`config.mk`:
```
export PLATFORM = sky130hd
export DESIGN_NAME = circular_deque_core
export DESIGN_NICKNAME = d
export VERILOG_FILES = /design/src/cdq_pkg.sv /design/src/cdq_cell.sv /design/src/cdq_ctrl.sv /design/src/circular_deque_core.sv
export SDC_FILE = /design/constraint.sdc
export NUM_CORES = 1
export LEC_CHECK = 0
export BUFFER_PORTS_ARGS = -buffer_cell sky130_fd_sc_hd__buf_2
export CORE_ASPECT_RATIO = 1.75
export CORE_MARGIN = 1.5
export CORE_UTILIZATION = 45
export CTS_BUF_LIST = sky130_fd_sc_hd__clkbuf_4
export CTS_CLUSTER_SIZE = 25
export DETAILED_ROUTE_END_ITERATION = 16
export MAX_ROUTING_LAYER = met4
export PLACE_DENSITY = 0.69
export RECOVER_POWER = 25
export SETUP_SLACK_MARGIN = 0.5
export SYNTH_ARGS = -nofsm -noshare
export SYNTH_HDL_FRONTEND = slang
export SYNTH_SLANG_ARGS = --single-unit
```
`constraint.sdc`:
```
create_clock -name clk -period 12 [get_ports clk]
set_input_delay 1.8 -clock clk [delete_from_list [all_inputs] [get_ports clk]]
set_output_delay 1.8 -clock clk [all_outputs]
set_load 0.02 [all_outputs]
```
`src/cdq_pkg.sv`:
```
package cdq_pkg;

    // Command codes carried on the command port
    typedef enum logic [1:0] {
        CMD_INS_FRONT = 2'd0,
        CMD_INS_REAR  = 2'd1,
        CMD_REM_FRONT = 2'd2,
        CMD_REM_REAR  = 2'd3
    } cmd_t;

    // Status codes returned with every result
    typedef enum logic [1:0] {
        ST_OK    = 2'd0,
        ST_FULL  = 2'd1,
        ST_EMPTY = 2'd2
    } status_t;

    localparam int unsigned WORD_W = 32;
    localparam int unsigned OCC_W  = 4;

    // Per-cycle shift controls broadcast to every cell, already qualified
    typedef struct packed {
        logic ins_front;
        logic ins_rear;
        logic rem_front;
    } cell_ctl_t;

endpackage

```
`src/cdq_cell.sv`:
```
module cdq_cell #(
    parameter int unsigned DEPTH = 8,
    parameter int unsigned INDEX = 0
) (
    input  logic                          clk,
    input  cdq_pkg::cell_ctl_t            ctl,
    input  logic [$clog2(DEPTH+1)-1:0]    count,
    input  logic [cdq_pkg::WORD_W-1:0]    value,
    input  logic [cdq_pkg::WORD_W-1:0]    left_word,
    input  logic [cdq_pkg::WORD_W-1:0]    right_word,
    output logic [cdq_pkg::WORD_W-1:0]    word,
    output logic [cdq_pkg::WORD_W-1:0]    rear_word
);
    import cdq_pkg::*;

    localparam int unsigned CW = $clog2(DEPTH + 1);
    localparam logic [CW-1:0] IDX      = CW'(INDEX);
    localparam logic [CW-1:0] IDX_NEXT = CW'(INDEX + 1);

    logic [WORD_W-1:0] word_reg;
    logic [WORD_W-1:0] word_next;

    // Shift toward the rear on front insert, toward the front on front removal,
    // load at the first free slot on rear insert
    always_comb
    begin
        word_next = word_reg;
        if (ctl.ins_front)
        begin
            word_next = left_word;
        end
        else if (ctl.ins_rear && (count == IDX))
        begin
            word_next = value;
        end
        else if (ctl.rem_front)
        begin
            word_next = right_word;
        end
    end

    // Payload storage, no reset needed
    always_ff @(posedge clk)
    begin
        word_reg <= word_next;
    end

    assign word = word_reg;

    // Only the current rear cell drives its word into the rear OR bus
    assign rear_word = (count == IDX_NEXT) ? word_reg : '0;

endmodule

```
`src/cdq_ctrl.sv`:
```
module cdq_ctrl #(
    parameter int unsigned DEPTH = 8
) (
    input  logic                          clk,
    input  logic                          rst_n,
    input  logic                          start,
    input  logic [1:0]                    command,
    input  logic [cdq_pkg::WORD_W-1:0]    front_word,
    input  logic [cdq_pkg::WORD_W-1:0]    rear_word,
    output cdq_pkg::cell_ctl_t            ctl,
    output logic [$clog2(DEPTH+1)-1:0]    count,
    output logic                          done,
    output logic [cdq_pkg::WORD_W-1:0]    data,
    output logic [1:0]                    status,
    output logic [cdq_pkg::OCC_W-1:0]     occupancy
);
    import cdq_pkg::*;

    localparam int unsigned CW = $clog2(DEPTH + 1);
    localparam logic [CW-1:0] FULL_COUNT = CW'(DEPTH);

    logic [CW-1:0]     count_reg;
    logic [CW-1:0]     count_next;
    logic              done_reg;
    logic [WORD_W-1:0] data_reg;
    logic [WORD_W-1:0] data_next;
    logic [1:0]        status_reg;
    logic [1:0]        status_next;
    logic [OCC_W-1:0]  occ_reg;

    logic is_insert;
    logic is_full;
    logic is_empty;
    logic op_ok;

    // Decode the transaction and refuse on full or empty
    assign is_insert = (command == CMD_INS_FRONT) || (command == CMD_INS_REAR);
    assign is_full   = (count_reg == FULL_COUNT);
    assign is_empty  = (count_reg == '0);
    assign op_ok     = start && (is_insert ? !is_full : !is_empty);

    assign ctl.ins_front = op_ok && (command == CMD_INS_FRONT);
    assign ctl.ins_rear  = op_ok && (command == CMD_INS_REAR);
    assign ctl.rem_front = op_ok && (command == CMD_REM_FRONT);

    // Occupancy update and result selection
    always_comb
    begin
        count_next  = count_reg;
        data_next   = '0;
        status_next = ST_OK;
        if (start)
        begin
            if (is_insert)
            begin
                if (is_full)
                begin
                    status_next = ST_FULL;
                end
                else
                begin
                    count_next = count_reg + 1'b1;
                end
            end
            else
            begin
                if (is_empty)
                begin
                    status_next = ST_EMPTY;
                end
                else
                begin
                    count_next = count_reg - 1'b1;
                    data_next  = (command == CMD_REM_FRONT) ? front_word : rear_word;
                end
            end
        end
    end

    // Control state
    always_ff @(posedge clk or negedge rst_n)
    begin
        if (!rst_n)
        begin
            count_reg <= '0;
            done_reg  <= 1'b0;
        end
        else
        begin
            count_reg <= count_next;
            done_reg  <= start;
        end
    end

    // Result payload
    always_ff @(posedge clk)
    begin
        if (start)
        begin
            data_reg   <= data_next;
            status_reg <= status_next;
            occ_reg    <= OCC_W'(count_next);
        end
    end

    assign count     = count_reg;
    assign done      = done_reg;
    assign data      = data_reg;
    assign status    = status_reg;
    assign occupancy = occ_reg;

    // Occupancy never exceeds the store depth
    a_count_range: assert property (@(posedge clk) disable iff (!rst_n)
        count_reg <= FULL_COUNT)
        else $error("occupancy above depth");

    // A refused insert leaves the count at full
    a_full_hold: assert property (@(posedge clk) disable iff (!rst_n)
        (start && is_insert && is_full) |=> (count_reg == FULL_COUNT))
        else $error("refused insert changed occupancy");

    // A refused removal leaves the deque empty and reports empty
    a_empty_hold: assert property (@(posedge clk) disable iff (!rst_n)
        (start && !is_insert && is_empty) |=> (count_reg == '0 && status_reg == ST_EMPTY))
        else $error("refused removal misbehaved");

    // Count moves by at most one per cycle; this checks that it stays unchanged when no transaction was started
    a_count_step: assert property (@(posedge clk) disable iff (!rst_n)
        !$past(start) |-> $stable(count_reg))
        else $error("occupancy changed without a transaction");

endmodule

```
`src/circular_deque_core.sv`:
```
// Channel   | Ports                          | Handshake
// ----------+--------------------------------+----------------------------------
// command   | start, busy, command, value    | taken when start high, busy low
// result    | done, data, status, occupancy  | one-cycle strobe on done
//
// One transaction is taken per cycle; busy stays low. The result appears on
// the cycle after the transaction is taken, with done high for that cycle.
// The words live in a row of DEPTH cells, front at cell 0; a front insert or
// front removal shifts every cell in the same cycle; a rear insert loads one cell.
// Reset clears the occupancy count and done only; cell contents are left as they are.
// The receiver cannot stall: every result is shown exactly once.
module circular_deque_core #(
    parameter int unsigned DEPTH = 8
) (
    input  logic                          clk,
    input  logic                          rst_n,
    input  logic                          start,
    output logic                          busy,
    input  logic [1:0]                    command,
    input  logic [cdq_pkg::WORD_W-1:0]    value,
    output logic                          done,
    output logic [cdq_pkg::WORD_W-1:0]    data,
    output logic [1:0]                    status,
    output logic [cdq_pkg::OCC_W-1:0]     occupancy
);
    import cdq_pkg::*;

    localparam int unsigned CW = $clog2(DEPTH + 1);

    cell_ctl_t         ctl;
    logic [CW-1:0]     count;
    logic [WORD_W-1:0] cell_word [DEPTH];
    logic [WORD_W-1:0] cell_rear [DEPTH];
    logic [WORD_W-1:0] rear_word;

    assign busy = 1'b0;

    // Control: occupancy count, refusal checks and result registers
    cdq_ctrl #(
        .DEPTH (DEPTH)
    ) u_ctrl (
        .clk        (clk),
        .rst_n      (rst_n),
        .start      (start),
        .command    (command),
        .front_word (cell_word[0]),
        .rear_word  (rear_word),
        .ctl        (ctl),
        .count      (count),
        .done       (done),
        .data       (data),
        .status     (status),
        .occupancy  (occupancy)
    );

    // Row of cells fed by neighbors; value enters left of cell 0, zero right of the last
    for (genvar i = 0; i < DEPTH; i++)
    begin : g_cell
        logic [WORD_W-1:0] left_w;
        logic [WORD_W-1:0] right_w;

        if (i == 0)
        begin : g_first
            assign left_w = value;
        end
        else
        begin : g_mid_l
            assign left_w = cell_word[i-1];
        end

        if (i == DEPTH - 1)
        begin : g_last
            assign right_w = '0;
        end
        else
        begin : g_mid_r
            assign right_w = cell_word[i+1];
        end

        cdq_cell #(
            .DEPTH (DEPTH),
            .INDEX (i)
        ) u_cell (
            .clk        (clk),
            .ctl        (ctl),
            .count      (count),
            .value      (value),
            .left_word  (left_w),
            .right_word (right_w),
            .word       (cell_word[i]),
            .rear_word  (cell_rear[i])
        );
    end

    // Rear word bus: at most one cell, the rear one, drives its word; the others give zero
    always_comb
    begin
        rear_word = '0;
        for (int k = 0; k < DEPTH; k++)
        begin
            rear_word = rear_word | cell_rear[k];
        end
    end

endmodule
```
==> results.yml <==
sta:
  finClkSkew_ns: 0.04930
  fin_crit_sh: 0.6412
  relSlewSlack: -1.134
  fin_tns_setup_ns: 0
  tightest_slew_ns: 3.201
  rsz0062_at_grt: "no"
  slew_violations: 287
  hold_viol_final: 0
  finalCriticalPeriod_ns: 7.694
  max_freq_mhz: 130.0
  setup_violations: 0
  whs_ns: 0.5510
finish:
  seq_area_um2: 8955
  area_delta_synth_final_pct: 7.966
  finalNetCount: 1475
  multi_input_area_um2: 6476
  largest_reg_flops: 256
  layout-drive-gt1-share: 0.1549
  n_fill_cell: 3259
die:
  die_w_um: 146.0
  pin_count: 77
  start_util: 0.4561
  die_height_um: 253.2
  dieArea_um2: 36960
  rows: 91
  core_um2: 35300
worst_setup_path:
  startpoint_type: "flip-flop"
  crit_slowest_cell: "clkbuf_1"
  crit_family: "buffers and inverters"
  max_stage_delay_ns: 2.02
  end_kind: "flip-flop"
  crit_chain: "inv_1 -> ha_1 -> clkbuf_1 -> and3b_1 -> clkbuf_1 -> nor3_4 -> clkbuf_1 -> nand2b_2"
  path_buf_inv: 4
  crit_fanout: 38
  required_ns: 12.26
  arrival_ns: 7.96
  crit_type: "reg2reg"
  crit_top_cell: "clkbuf_1"
placement:
  port_buffers: 75
  hpwl_um: 26500
  routabilityCongestion: 0.8065
logic_synthesis:
  syn_area_um2: 16100
  ys_warn_count: 0
  avgSynthCellArea_um2: 11.64
  async_flop_share: 0.01672
  syn_nets: 1425
  synth.distinct_cells: 57
  ys_ff_latch: 299
  synth-edff-count: 294
  ys.flop_type: "edfxtp_1"
  synthCells: 1383
  synth_seq_area_share: 0.5562
clock_network:
  cts-htree-levels: 3
  clkSinkCount: 299
  ctsHoldBuffers: 0
  cts_tree: "yes"
  post_cts_buffers: 0
  clk_latency_ns: 0.77
  clockBufferDepth: 3
  cts-root-buf: "clkbuf_4"
  cts_buffers: 69
  cts_resized: 0
  clkTransAtPathRegs_ns: 0.08
routing:
  drc: 0
  antenna_left: 0
  wl_per_cell_um: 24.35
  routed_wl_um: 47380
  route.vias.total: 12112
  drt_first_iter_violations: 1634
  dr.pass1.iters: 9
  vias_per_cell: 6.224
pwr:
  switching_share: 0.3642
  power_switching_mw: 1.193
  power_per_cell_area_nw_per_um2: 188.5
  power.total_mw: 3.276
  peakVddDrop_v: 0.00009077
  pwr-share-comb: 0.305
  pwr-share-clk: 0.248
  total_leakage_power_nw: 5.927
  p_int_mw: 2.083
  p_seq_frac: 0.447
worst_hold_path:
  hold_path.class: "reg2reg"
grt:
  grt_pass1_wl_um: 71570
  grt_max_degree: 226
  overflow: 0
  antenna_found_initial: 2
  grt_pass1_vias: 11867
  track_usage: 0.2638
status:
  violations: "capacitance limit, slew limit"
  status: "finished with violations"
run:
  cap_violations: 9
-- worst register-to-register path, cell delays in order, from the launching register on --
cell and delay [ns]:
dfrtp_1 0.47, inv_1 0.17, ha_1 0.17, clkbuf_1 2.02, and3b_1 0.50, clkbuf_1 1.91
nor3_4 0.07, clkbuf_1 0.88, nand2b_2 1.02
-- through the flow --
| step | instances | area (um2) | utilization | worst slack (ns) |
|---|---|---|---|---|
| finish | 1946 | 17380 | 0.4924 | 4.306 |
| floorplan | 1383 | 16100 | - | 6.904 |
| global route | 1945 | 17380 | 0.4924 | 4.111 |
| global placement | 1827 | 16660 | 0.4719 | 6.710 |
| CTS | 1943 | 17490 | 0.4956 | 7.392 |
| detailed placement | 1827 | 16660 | 0.4719 | 6.646 |
-- cell usage after synthesis, drive strengths merged (5+ instances only) --
cell type | count | area [um2]
a22o | 47 | 411.6
nand3 | 6 | 35.03
a222oi | 23 | 230.2
ha | 5 | 62.56
mux2 | 32 | 360.4
nor2 | 31 | 116.4
buf | 81 | 541.8
dfrtp | 5 | 125.1
a21oi | 15 | 75.07
nand2b | 11 | 68.82
and3 | 5 | 31.28
a211oi | 10 | 80.07
nor3 | 10 | 71.32
o2bb2ai | 13 | 113.9
a22oi | 42 | 315.3
o21ai | 218 | 1155
nand2 | 241 | 904.6
edfxtp | 294 | 8828
mux2i | 203 | 2032
clkbuf | 42 | 160.1
-- layer usage --
metal,vias to the layer above,track usage,part of all wire
met5,-,-,0
met4,0,0.1333,0.051
met3,172,0.04793,0.080
met2,638,0.4399,0.50
met1,5908,0.3058,0.37
li1,5394,-,-
-- power groups by stage --
stage          sequential [mW]  clock (mW)  combinational (mW)
2_1_floorplan             1.49           0               0.630
3_3_place_gp              1.48           0               0.972
3_5_place_dp              1.48           0               0.993
4_1_cts                   1.46       0.832               0.995
5_1_grt                   1.48       0.873                1.06
6_report                  1.46       0.812                1.00
-- final timing paths --
check | startpoint | endpoint | slack [ns] | cells after the start
worst max-delay path | u_ctrl.count[1] | g_cell[7].u_cell.word[9] | 4.31 | 8
worst min-delay path | g_cell[0].u_cell.word[23] | u_ctrl.data[23] | 0.55 | 2
worst max register to register | u_ctrl.count[1] | g_cell[7].u_cell.word[9] | 4.31 | 8
worst min register to register | g_cell[0].u_cell.word[23] | u_ctrl.data[23] | 0.55 | 2
max in group asynchronous | rst_n | u_ctrl.count[2] | 10.84 | 1
min in group asynchronous | rst_n | u_ctrl.count[3] | 0.91 | 1
-- cells by family (layout without fill, tap and decap cells) --
kind of cell,after synthesis,in the layout,synth area share
adder cells (fa/ha/maj),5,5,0.003886
XOR/XNOR,2,2,0.001088
flip-flops,299,299,0.5562
multiplexers,235,235,0.1486
AND/OR/NAND/NOR,323,323,0.08549
AO/OA/AOI/OAI,391,391,0.1600
buffers and inverters,127,222,0.04453
other,1,4,0.0002329
-- area by class of cell --
| class | instances | share of cell area |
|---|---|---|
| diodes | 3 | 0.0004319 |
| clock inverters | 9 | 0.001944 |
| inverters | 4 | 0.0008638 |
| multi-input cells | 957 | 0.3726 |
| clock buffers | 107 | 0.04621 |
| flip-flops and latches | 299 | 0.5152 |
| well taps | 465 | 0.03347 |
| repair buffers | 102 | 0.02930 |
-- layout by cell type, fill, tap and decap left out, drive strengths merged, types with 3 or more instances in the layout --
| master | instances |
|---|---|
| buf | 53 |
| a222oi | 23 |
| a21oi | 15 |
| diode | 3 |
| o31ai | 4 |
| clkbuf | 156 |
| nor2 | 31 |
| a22o | 47 |
| nand2 | 241 |
| a211oi | 10 |
| o2bb2ai | 13 |
| nand2b | 11 |
| mux2i | 203 |
| clkinv | 9 |
| nor3 | 10 |
| dfrtp | 5 |
| a22oi | 42 |
| edfxtp | 294 |
| nand3 | 6 |
| mux2 | 32 |
| nor2b | 4 |
| o21ai | 218 |
| inv | 4 |
| and3 | 5 |
| ha | 5 |
| o22ai | 4 |
| a221oi | 4 |
| a32o | 3 |
(Power assumes the default switching activity.)
